**config.mk**
```make
export PLATFORM = sky130hd
export DESIGN_NAME = av_sync_clock_delay
export DESIGN_NICKNAME = d
export VERILOG_FILES = /design/src/hw/rtl/avsync_pkg.sv /design/src/hw/rtl/av_sync_clock_delay.sv
export SDC_FILE = /design/constraint.sdc
export NUM_CORES = 2
export LEC_CHECK = 0
export CORE_MARGIN = 5
export CORE_UTILIZATION = 51
export DETAILED_ROUTE_END_ITERATION = 8
export DONT_BUFFER_PORTS = 1
export PLACE_DENSITY = 0.66
export SLEW_MARGIN = 20
export SYNTH_ARGS = -nofsm -noshare
export SYNTH_HDL_FRONTEND = slang
export SYNTH_SLANG_ARGS = --single-unit
```
**constraint.sdc**
```tcl
create_clock -name clk -period 27.2 [get_ports clk]
set_input_delay 2.72 -clock clk [delete_from_list [all_inputs] [get_ports clk]]
set_output_delay 2.72 -clock clk [all_outputs]
set_load 0.05 [all_outputs]
```
**src/hw/rtl/avsync_pkg.sv**
```systemverilog
// ----------------------------------------------------------------------------
// avsync_pkg
// shared codes, widths and register reset values of the a/v sync clock block
// ----------------------------------------------------------------------------
package avsync_pkg;

  localparam int TIME_WIDTH_DEF = 48;

  // field widths
  localparam int CMD_W     = 2;
  localparam int NOW_W     = 47;
  localparam int PTS_W     = 48;
  localparam int SERIAL_W  = 15;
  localparam int TAG_W     = 16;
  localparam int DELAY_W   = 27;
  localparam int TARGET_W  = 28;
  localparam int THR_W     = 20;
  localparam int LIMIT_W   = 27;
  localparam int CFG_W     = 27;
  localparam int CFG_IDX_W = 3;

  // event codes
  localparam logic [CMD_W-1:0] CMD_VIDEO = 2'd0;
  localparam logic [CMD_W-1:0] CMD_AUDIO = 2'd1;
  localparam logic [CMD_W-1:0] CMD_QUERY = 2'd2;
  localparam logic [CMD_W-1:0] CMD_PAUSE = 2'd3;

  // register indexes
  localparam logic [CFG_IDX_W-1:0] REG_SYNC_MIN  = 3'd0;
  localparam logic [CFG_IDX_W-1:0] REG_SYNC_MAX  = 3'd1;
  localparam logic [CFG_IDX_W-1:0] REG_FRAMEDUP  = 3'd2;
  localparam logic [CFG_IDX_W-1:0] REG_NOSYNC    = 3'd3;
  localparam logic [CFG_IDX_W-1:0] REG_MAX_FRAME = 3'd4;

  // register reset values
  localparam logic [THR_W-1:0]   SYNC_MIN_RST  = 20'd40000;
  localparam logic [THR_W-1:0]   SYNC_MAX_RST  = 20'd100000;
  localparam logic [THR_W-1:0]   FRAMEDUP_RST  = 20'd100000;
  localparam logic [LIMIT_W-1:0] NOSYNC_RST    = 27'd10000000;
  localparam logic [LIMIT_W-1:0] MAX_FRAME_RST = 27'd10000000;

  localparam logic [TAG_W-1:0] TAG_NONE = 16'hFFFF;

endpackage

```
**src/hw/rtl/av_sync_clock_delay.sv**
```systemverilog
// ----------------------------------------------------------------------------
// av_sync_clock_delay
// video, audio and external presentation clocks with frame delay correction
// ----------------------------------------------------------------------------
//  channel  | direction | handshake          | payload
//  in_      | input     | in_valid/in_stall  | cmd, times, pts, serials, delay
//  out_     | output    | out_valid/out_stall| target delay and status flags
//  cfg_     | input     | cfg_we             | cfg_index, cfg_wdata
//
// one beat per cycle sustained unless out_stall holds the result register;
// a beat passes the input register, then the clock update and result register
// in one pass of saturating add logic; synchronous reset, no clearing pass
// in_stall rises only while the input register is full and the result
// register is held by out_stall; a beat waiting at the output does not block
// the next input beat
// ----------------------------------------------------------------------------
module av_sync_clock_delay
  import avsync_pkg::*;
#(
  parameter int TIME_WIDTH = TIME_WIDTH_DEF
) (
  input  logic                       clk,
  input  logic                       rst_n,

  input  logic                       in_valid,
  output logic                       in_stall,
  input  logic [CMD_W-1:0]           in_cmd,
  input  logic [NOW_W-1:0]           in_now_us,
  input  logic [NOW_W-1:0]           in_stamp_us,
  input  logic signed [PTS_W-1:0]    in_pts_us,
  input  logic                       in_pts_valid,
  input  logic [SERIAL_W-1:0]        in_clock_serial,
  input  logic [SERIAL_W-1:0]        in_video_queue_serial,
  input  logic [SERIAL_W-1:0]        in_audio_queue_serial,
  input  logic [DELAY_W-1:0]         in_delay_us,

  output logic                       out_valid,
  input  logic                       out_stall,
  output logic [TARGET_W-1:0]        out_target_delay_us,
  output logic                       out_ext_resynced,
  output logic                       out_diff_valid,
  output logic                       out_paused_now,

  input  logic                       cfg_we,
  input  logic [CFG_IDX_W-1:0]       cfg_index,
  input  logic [CFG_W-1:0]           cfg_wdata
);

  localparam int TW = TIME_WIDTH;
  localparam int XW = 65;

  typedef logic signed [TW-1:0] time_t;

  localparam time_t TMAX = {1'b0, {(TW-1){1'b1}}};
  localparam time_t TMIN = {1'b1, {(TW-1){1'b0}}};
  localparam logic signed [XW-1:0] XMAX = {{(XW-TW){1'b0}}, TMAX};
  localparam logic signed [XW-1:0] XMIN = {{(XW-TW){1'b1}}, TMIN};

  function automatic time_t clamp_x(input logic signed [XW-1:0] v);
    time_t r;
    if (v > XMAX) begin
      r = TMAX;
    end else if (v < XMIN) begin
      r = TMIN;
    end else begin
      r = v[TW-1:0];
    end
    return r;
  endfunction

  function automatic time_t sat_add(input time_t a, input time_t b);
    logic signed [TW:0] s;
    time_t r;
    s = {a[TW-1], a} + {b[TW-1], b};
    if (s[TW] != s[TW-1]) begin
      r = s[TW] ? TMIN : TMAX;
    end else begin
      r = s[TW-1:0];
    end
    return r;
  endfunction

  function automatic time_t sat_sub(input time_t a, input time_t b);
    logic signed [TW:0] s;
    time_t r;
    s = {a[TW-1], a} - {b[TW-1], b};
    if (s[TW] != s[TW-1]) begin
      r = s[TW] ? TMIN : TMAX;
    end else begin
      r = s[TW-1:0];
    end
    return r;
  endfunction

  function automatic logic [TW-1:0] mag(input time_t v);
    logic [TW-1:0] r;
    r = v[TW-1] ? (~v + {{(TW-1){1'b0}}, 1'b1}) : v;
    return r;
  endfunction

  // configuration
  logic [THR_W-1:0]   sync_min_r, sync_max_r, framedup_r;
  logic [LIMIT_W-1:0] nosync_r, max_frame_r;

  always_ff @(posedge clk) begin
    if (!rst_n) begin
      sync_min_r  <= SYNC_MIN_RST;
      sync_max_r  <= SYNC_MAX_RST;
      framedup_r  <= FRAMEDUP_RST;
      nosync_r    <= NOSYNC_RST;
      max_frame_r <= MAX_FRAME_RST;
    end else if (cfg_we) begin
      unique case (cfg_index)
        REG_SYNC_MIN:  sync_min_r  <= cfg_wdata[THR_W-1:0];
        REG_SYNC_MAX:  sync_max_r  <= cfg_wdata[THR_W-1:0];
        REG_FRAMEDUP:  framedup_r  <= cfg_wdata[THR_W-1:0];
        REG_NOSYNC:    nosync_r    <= cfg_wdata[LIMIT_W-1:0];
        REG_MAX_FRAME: max_frame_r <= cfg_wdata[LIMIT_W-1:0];
        default: ;
      endcase
    end
  end

  // input register
  logic                    s1_valid_r;
  logic [CMD_W-1:0]        s1_cmd_r;
  logic [NOW_W-1:0]        s1_now_r, s1_stamp_r;
  logic signed [PTS_W-1:0] s1_pts_r;
  logic                    s1_pts_ok_r;
  logic [SERIAL_W-1:0]     s1_serial_r, s1_vq_r, s1_aq_r;
  logic [DELAY_W-1:0]      s1_delay_r;

  logic out_valid_r;
  logic adv;

  assign adv      = s1_valid_r && (!out_valid_r || !out_stall);
  assign in_stall = s1_valid_r && !adv;

  always_ff @(posedge clk) begin
    if (!rst_n) begin
      s1_valid_r <= 1'b0;
    end else if (!in_stall) begin
      s1_valid_r <= in_valid;
    end
  end

  always_ff @(posedge clk) begin
    if (in_valid && !in_stall) begin
      s1_cmd_r    <= in_cmd;
      s1_now_r    <= in_now_us;
      s1_stamp_r  <= in_stamp_us;
      s1_pts_r    <= in_pts_us;
      s1_pts_ok_r <= in_pts_valid;
      s1_serial_r <= in_clock_serial;
      s1_vq_r     <= in_video_queue_serial;
      s1_aq_r     <= in_audio_queue_serial;
      s1_delay_r  <= in_delay_us;
    end
  end

  // clock state; the video, audio and external clocks share the pause flag paused_r
  time_t            vid_pts_r, vid_drift_r, aud_pts_r, aud_drift_r, ext_pts_r, ext_drift_r;
  logic [TAG_W-1:0] vid_tag_r, aud_tag_r;
  logic             vid_valid_r, aud_valid_r, ext_valid_r, paused_r;

  time_t            vid_pts_nxt, vid_drift_nxt, aud_pts_nxt, aud_drift_nxt;
  time_t            ext_pts_nxt, ext_drift_nxt;
  logic [TAG_W-1:0] vid_tag_nxt, aud_tag_nxt;
  logic             vid_valid_nxt, aud_valid_nxt, ext_valid_nxt, paused_nxt;

  time_t now_t, stamp_t, pts_t, t_set, sl_drift, sl_val, sl_rebase;
  time_t ext_val, ext_rebase, vid_run, vid_val, vid_rebase, diff;
  logic [SERIAL_W-1:0] q_sel;
  logic  is_aud, sl_ok, do_resync, vid_ok, corr_ok, neg_hit, pos_hit;
  logic [THR_W-1:0] thr_hi, thr;
  logic signed [28:0] diff_n, thr_n, sum_n;
  logic [TARGET_W-1:0] target;
  logic resynced, diff_ok;

  always_comb begin
    now_t   = clamp_x({{(XW-NOW_W){1'b0}}, s1_now_r});
    stamp_t = clamp_x({{(XW-NOW_W){1'b0}}, s1_stamp_r});
    pts_t   = clamp_x({{(XW-PTS_W){s1_pts_r[PTS_W-1]}}, s1_pts_r});

    // slave clock set and resync of the external clock
    is_aud    = s1_cmd_r == CMD_AUDIO;
    t_set     = is_aud ? stamp_t : now_t;
    sl_drift  = sat_sub(pts_t, t_set);
    sl_val    = paused_r ? pts_t : sat_add(sl_drift, now_t);
    q_sel     = is_aud ? s1_aq_r : s1_vq_r;
    sl_ok     = s1_pts_ok_r && (s1_serial_r == q_sel);
    ext_val   = paused_r ? ext_pts_r : sat_add(ext_drift_r, now_t);
    do_resync = sl_ok && (!ext_valid_r ||
                (mag(sat_sub(ext_val, sl_val)) > {{(TW-LIMIT_W){1'b0}}, nosync_r}));
    sl_rebase = sat_sub(sl_val, now_t);
    ext_rebase = sat_sub(ext_val, now_t);

    // video read
    vid_ok     = vid_valid_r && (vid_tag_r == {1'b0, s1_vq_r});
    vid_run    = sat_add(vid_drift_r, now_t);
    vid_val    = paused_r ? vid_pts_r : vid_run;
    vid_rebase = sat_sub(vid_run, now_t);
    diff       = sat_sub(vid_val, ext_val);

    // delay correction
    thr_hi  = ({{(DELAY_W-THR_W){1'b0}}, sync_max_r} > s1_delay_r) ?
              s1_delay_r[THR_W-1:0] : sync_max_r;
    thr     = (thr_hi < sync_min_r) ? sync_min_r : thr_hi;
    corr_ok = vid_ok && ext_valid_r &&
              (mag(diff) < {{(TW-LIMIT_W){1'b0}}, max_frame_r});
    diff_n  = diff[28:0];
    thr_n   = {9'b0, thr};
    neg_hit = diff_n <= -thr_n;
    pos_hit = diff_n >= thr_n;
    sum_n   = {2'b0, s1_delay_r} + diff_n;
    target  = {1'b0, s1_delay_r};
    if (corr_ok) begin
      priority if (neg_hit) begin
        target = sum_n[28] ? '0 : sum_n[TARGET_W-1:0];
      end else if (pos_hit && (s1_delay_r > {{(DELAY_W-THR_W){1'b0}}, framedup_r})) begin
        target = sum_n[TARGET_W-1:0];
      end else if (pos_hit) begin
        target = {s1_delay_r, 1'b0};
      end else begin
        target = {1'b0, s1_delay_r};
      end
    end

    vid_pts_nxt   = vid_pts_r;
    vid_drift_nxt = vid_drift_r;
    vid_tag_nxt   = vid_tag_r;
    vid_valid_nxt = vid_valid_r;
    aud_pts_nxt   = aud_pts_r;
    aud_drift_nxt = aud_drift_r;
    aud_tag_nxt   = aud_tag_r;
    aud_valid_nxt = aud_valid_r;
    ext_pts_nxt   = ext_pts_r;
    ext_drift_nxt = ext_drift_r;
    ext_valid_nxt = ext_valid_r;
    paused_nxt    = paused_r;
    resynced      = 1'b0;

    unique case (s1_cmd_r)
      CMD_VIDEO, CMD_AUDIO: begin
        if (is_aud) begin
          aud_tag_nxt   = {1'b0, s1_serial_r};
          aud_valid_nxt = s1_pts_ok_r;
          aud_pts_nxt   = s1_pts_ok_r ? pts_t : '0;
          aud_drift_nxt = s1_pts_ok_r ? sl_drift : '0;
        end else begin
          vid_tag_nxt   = {1'b0, s1_serial_r};
          vid_valid_nxt = s1_pts_ok_r;
          vid_pts_nxt   = s1_pts_ok_r ? pts_t : '0;
          vid_drift_nxt = s1_pts_ok_r ? sl_drift : '0;
        end
        resynced = do_resync;
        if (do_resync) begin
          ext_valid_nxt = 1'b1;
          ext_pts_nxt   = sl_val;
          ext_drift_nxt = sl_rebase;
        end
      end
      CMD_QUERY: ;
      CMD_PAUSE: begin
        // on resume the video clock is rebased as a running clock
        if (paused_r) begin
          vid_valid_nxt = vid_ok;
          vid_pts_nxt   = vid_ok ? vid_run : '0;
          vid_drift_nxt = vid_ok ? vid_rebase : '0;
        end
        ext_pts_nxt   = ext_valid_r ? ext_val : '0;
        ext_drift_nxt = ext_valid_r ? ext_rebase : '0;
        paused_nxt    = !paused_r;
      end
      default: ;
    endcase

    diff_ok = vid_valid_nxt && (vid_tag_nxt == {1'b0, s1_vq_r}) && ext_valid_nxt;
  end

  always_ff @(posedge clk) begin
    if (!rst_n) begin
      vid_valid_r <= 1'b0;
      aud_valid_r <= 1'b0;
      ext_valid_r <= 1'b0;
      paused_r    <= 1'b0;
      vid_tag_r   <= TAG_NONE;
      aud_tag_r   <= TAG_NONE;
    end else if (adv) begin
      vid_valid_r <= vid_valid_nxt;
      aud_valid_r <= aud_valid_nxt;
      ext_valid_r <= ext_valid_nxt;
      paused_r    <= paused_nxt;
      vid_tag_r   <= vid_tag_nxt;
      aud_tag_r   <= aud_tag_nxt;
    end
  end

  always_ff @(posedge clk) begin
    if (adv) begin
      vid_pts_r   <= vid_pts_nxt;
      vid_drift_r <= vid_drift_nxt;
      aud_pts_r   <= aud_pts_nxt;
      aud_drift_r <= aud_drift_nxt;
      ext_pts_r   <= ext_pts_nxt;
      ext_drift_r <= ext_drift_nxt;
    end
  end

  // result register
  logic [TARGET_W-1:0] out_target_r;
  logic                out_resync_r, out_diff_ok_r, out_paused_r;

  always_ff @(posedge clk) begin
    if (!rst_n) begin
      out_valid_r <= 1'b0;
    end else if (!out_valid_r || !out_stall) begin
      out_valid_r <= s1_valid_r;
    end
  end

  always_ff @(posedge clk) begin
    if (adv) begin
      out_target_r  <= (s1_cmd_r == CMD_QUERY) ? target : '0;
      out_resync_r  <= resynced;
      out_diff_ok_r <= diff_ok;
      out_paused_r  <= paused_nxt;
    end
  end

  assign out_valid           = out_valid_r;
  assign out_target_delay_us = out_target_r;
  assign out_ext_resynced    = out_resync_r;
  assign out_diff_valid      = out_diff_ok_r;
  assign out_paused_now      = out_paused_r;

  // checks
  a_stall_needs_item: assert property (@(posedge clk) disable iff (!rst_n)
    in_stall |-> s1_valid_r)
    else $error("input stalled with empty input register");

  a_state_only_on_beat: assert property (@(posedge clk) disable iff (!rst_n)
    !adv |=> ($stable(paused_r) && $stable(ext_valid_r) && $stable(vid_valid_r)))
    else $error("clock state changed without a beat");

  a_paused_matches: assert property (@(posedge clk) disable iff (!rst_n)
    out_valid_r |-> (out_paused_r == paused_r))
    else $error("reported pause state differs from clock state");

  a_resync_sets_ext: assert property (@(posedge clk) disable iff (!rst_n)
    (out_valid_r && (out_resync_r || out_diff_ok_r)) |-> ext_valid_r)
    else $error("external clock invalid after resync or valid difference");

endmodule
```
==> impl_metrics.yaml <==
status:
  outcome: "finished, final reports clean"
timing:
  fin_skew_ns: 0.0356
  min_period_over_period_pct: 81.1
  hold_viol: 0
  setup_viol: 0
  min_period_ns: 22.06
  fin_tns_setup_ns: 0
  maxSlewHeadroom_pct: 21.5
  rsz0062_at_grt: "no"
  finalMaxSlewViolations: 0
  max_freq_ghz: 0.0453
  tightest_slew_ns: 1.17
finish:
  final_nets: 7968
  multi_input_area_mm2: 0.0412
  area.growth.synth_to_final_pct: 6.55
  fillers: 10800
  ff_latch_area_mm2: 0.0159
  layout-drive-gt1-share_pct: 5.29
  final_util_pct: 54.7
  antenna_cells: 0
  stdcell_count: 8657
detailed_routing:
  wirelength_mm: 227
  wl_per_cell_um: 26.2
  ant_nets: 0
  drc: 0
  drtPass1Iterations: 6
  drt_iter0_drc: 5963
  vias: 56600
  viasPerCell: 6.54
worst_setup_path:
  crit_top_cell: "a21oi_1"
  crit_slowest_cell: "a2111oi_0"
  critPathCaptureType: "register"
  reg2reg_from: "s1_cmd_r[1]"
  cp_max_fo: 68
  arrival_ns: 22.32
  cp_num_buf_inv: 8
  reg2reg_depth: 79
  cp_slowest_stage_delay_ns: 0.65
  crit_required_ns: 27.46
  crit_path_start_kind: "register"
  reg2reg_slack_ns: 5.14
  cp.depth: 79
  path_class: "register to register"
  r2r_end: "ext_drift_r[1]"
  path_delay_family: "compound AO/OA/AOI/OAI gates"
logic_synthesis:
  synth_mux_area_share_pct: 3.25
  ys_seq_area_share_pct: 26.7
  synth_area_mm2: 0.0597
  netlist_instances: 7268
  synth-main-ff-cell: "edfxtp_1"
  syn_area_per_cell_um2: 8.22
  synth-simple-area-share_pct: 18.3
  synth-compound-area-share_pct: 27.1
  synth_xor_area_share_pct: 6.48
  synth.distinct_cells: 103
  synth_edf_count: 440
  ys_seq_elements: 575
  ys_warn_count: 0
  synthAdderAreaFrac_pct: 13.5
  synth.net_count: 8159
  async_flop_share_pct: 0
  synth_top_family_by_area: "compound AO/OA/AOI/OAI gates"
cts:
  cts_sinks: 575
  cts-root-buf: "clkbuf_16"
  cts_tree: "done"
  postCtsHoldBufs: 0
  htreeDepth: 3
  clk_latency_ns: 0.69
  clk_pin_slew_ns: 0.06
  cts.repair.resized: 0
  cts_buffers: 71
  clockBufferDepth: 3
  post_cts_buffers: 0
floorplan:
  initial_utilization_pct: 51.4
  coreArea_mm2: 0.116
  die_h_um: 352
  row_count: 125
  die_area_mm2: 0.124
  die_x_um: 352
  ios: 285
grt:
  grt_max_degree: 136
  antenna_found_initial: 4
  grt_use_total_pct: 34.7
  grt_pass1_vias: 52300
  gr-total-overflow: 0
  grt_pass1_wl_mm: 333
min_path:
  worstHoldPathCells: 2
  hold_end: "vid_tag_r[15]"
  hold_start: "vid_tag_r[15]"
  hold_class: "register to register"
placement:
  gp_congestion: 1.03
  hpwlAfterDp_mm: 181
  io_buffers: 0
  dpl.cell_count: 8528
job:
  maxCapViolCount: 0
-- synth_stat cells, types with 45 or more instances --
cell	n	area share (%)
clkbuf_1	312	2.0
edfxtp_1	440	22
a21oi_1	536	4.5
a21boi_0	99	1.2
and2_1	71	0.74
nor3_1	138	1.2
a31oi_1	86	0.90
nand4_1	124	1.3
or3_1	51	0.53
nor2b_1	120	1.3
o2bb2ai_1	50	0.73
o21ai_0	527	4.4
mux2i_1	125	2.1
mux2_2	61	1.2
dfxtp_1	135	4.5
xor2_1	170	2.5
o211ai_1	103	1.3
and3_1	69	0.72
nor2_1	471	3.0
a211oi_1	64	0.80
a2bb2oi_1	45	0.66
nand2b_1	96	1.0
o31ai_1	59	0.74
o21bai_1	69	0.87
o21a_1	118	1.5
nand3_1	172	1.4
inv_1	377	2.4
ha_1	629	13
nand2_1	736	4.6
xnor2_1	272	4.0
a21o_1	321	4.0
-- placed cells by master (no fill, tap or decap), types with 86 or more instances in the layout --
cell type    n
a21o_1     319
a31oi_1     86
xnor2_1    272
nor2_1     469
o211ai_1   103
nand2b_1    95
a21oi_1    532
nand3_1    172
a21boi_0    99
dfxtp_1    134
o21a_1     118
nand2_1    736
nor3_1     136
mux2i_1    125
inv_1      377
ha_1       624
buf_4       91
edfxtp_1   440
xor2_1     170
o21ai_0    526
nand4_1    124
nor2b_1    118
-- through the flow --
step	setup slack, ns	hold slack [ns]	area [um^2]
after floorplan	7.77	0.423	59700
after global placement	6.03	0.429	61100
after detailed placement	5.74	0.437	61100
after CTS	5.67	0.444	63600
after global routing	3.64	0.475	63600
final	5.14	0.441	63600
-- worst max-delay path by stage --
stage	start	end	slack [ns]
after global placement	s1_cmd_r[1]	ext_drift_r[9]	6.03
final	s1_cmd_r[1]	ext_drift_r[1]	5.14
after floorplan	s1_cmd_r[1]	ext_drift_r[0]	7.77
after global routing	s1_cmd_r[1]	ext_pts_r[0]	3.64
after CTS	s1_cmd_r[1]	ext_drift_r[1]	5.67
after detailed placement	s1_cmd_r[1]	ext_drift_r[9]	5.74
-- registers in the layout, indices dropped and copies added, names as in the netlist, 2 cells and up --
name,count
max_frame_r,27
s1_delay_r,27
vid_tag_r,16
vid_pts_r,48
ext_pts_r,48
s1_stamp_r,47
framedup_r,20
s1_aq_r,15
ext_drift_r,48
s1_now_r,47
s1_cmd_r,2
out_target_delay_us,28
sync_max_r,20
s1_pts_r,48
s1_serial_r,15
vid_drift_r,48
s1_vq_r,15
nosync_r,27
sync_min_r,20
-- kinds of logic after synthesis --
family,Yosys count
AO/OA/AOI/OAI,2445
XOR/XNOR,442
adder cells (fa/ha/maj),639
buffers and inverters,736
flip-flops,575
multiplexers,186
AND/OR/NAND/NOR,2245
-- worst reg2reg max path, delay by kind of cell, from the launching register on --
| kind | cells | cell delay [ns] |
|---|---|---|
| adders and majority gates | 8 | 2.44 |
| muxes | 1 | 0.32 |
| buffers and inverters | 8 | 1.89 |
| DFF | 1 | 0.49 |
| and+or+nand+nor | 15 | 3.26 |
| xor gates and xnor gates | 1 | 0.16 |
| AOI/OAI and AO/OA | 46 | 13.01 |
-- final cells by class --
type	instances	area share [%]
repair buffers	91	1.07
flip-flops and latches	575	25.0
well taps	1524	3.00
multi-input cells	5957	64.7
clock buffers	88	3.04
clock inverters	41	0.885
inverters	381	2.25
-- routing by layer --
layer	vias up	GRT usage [%]	wire length (um)
met3	524	6.17	18500
met2	2476	54.5	99600
met1	27000	45.9	94600
li1	26600	-	-
met4	8	17.8	13800
met5	-	0	81
Power is not shown: default switching activity piles up to over one toggle a cycle in this logic, so the estimate is an artifact.
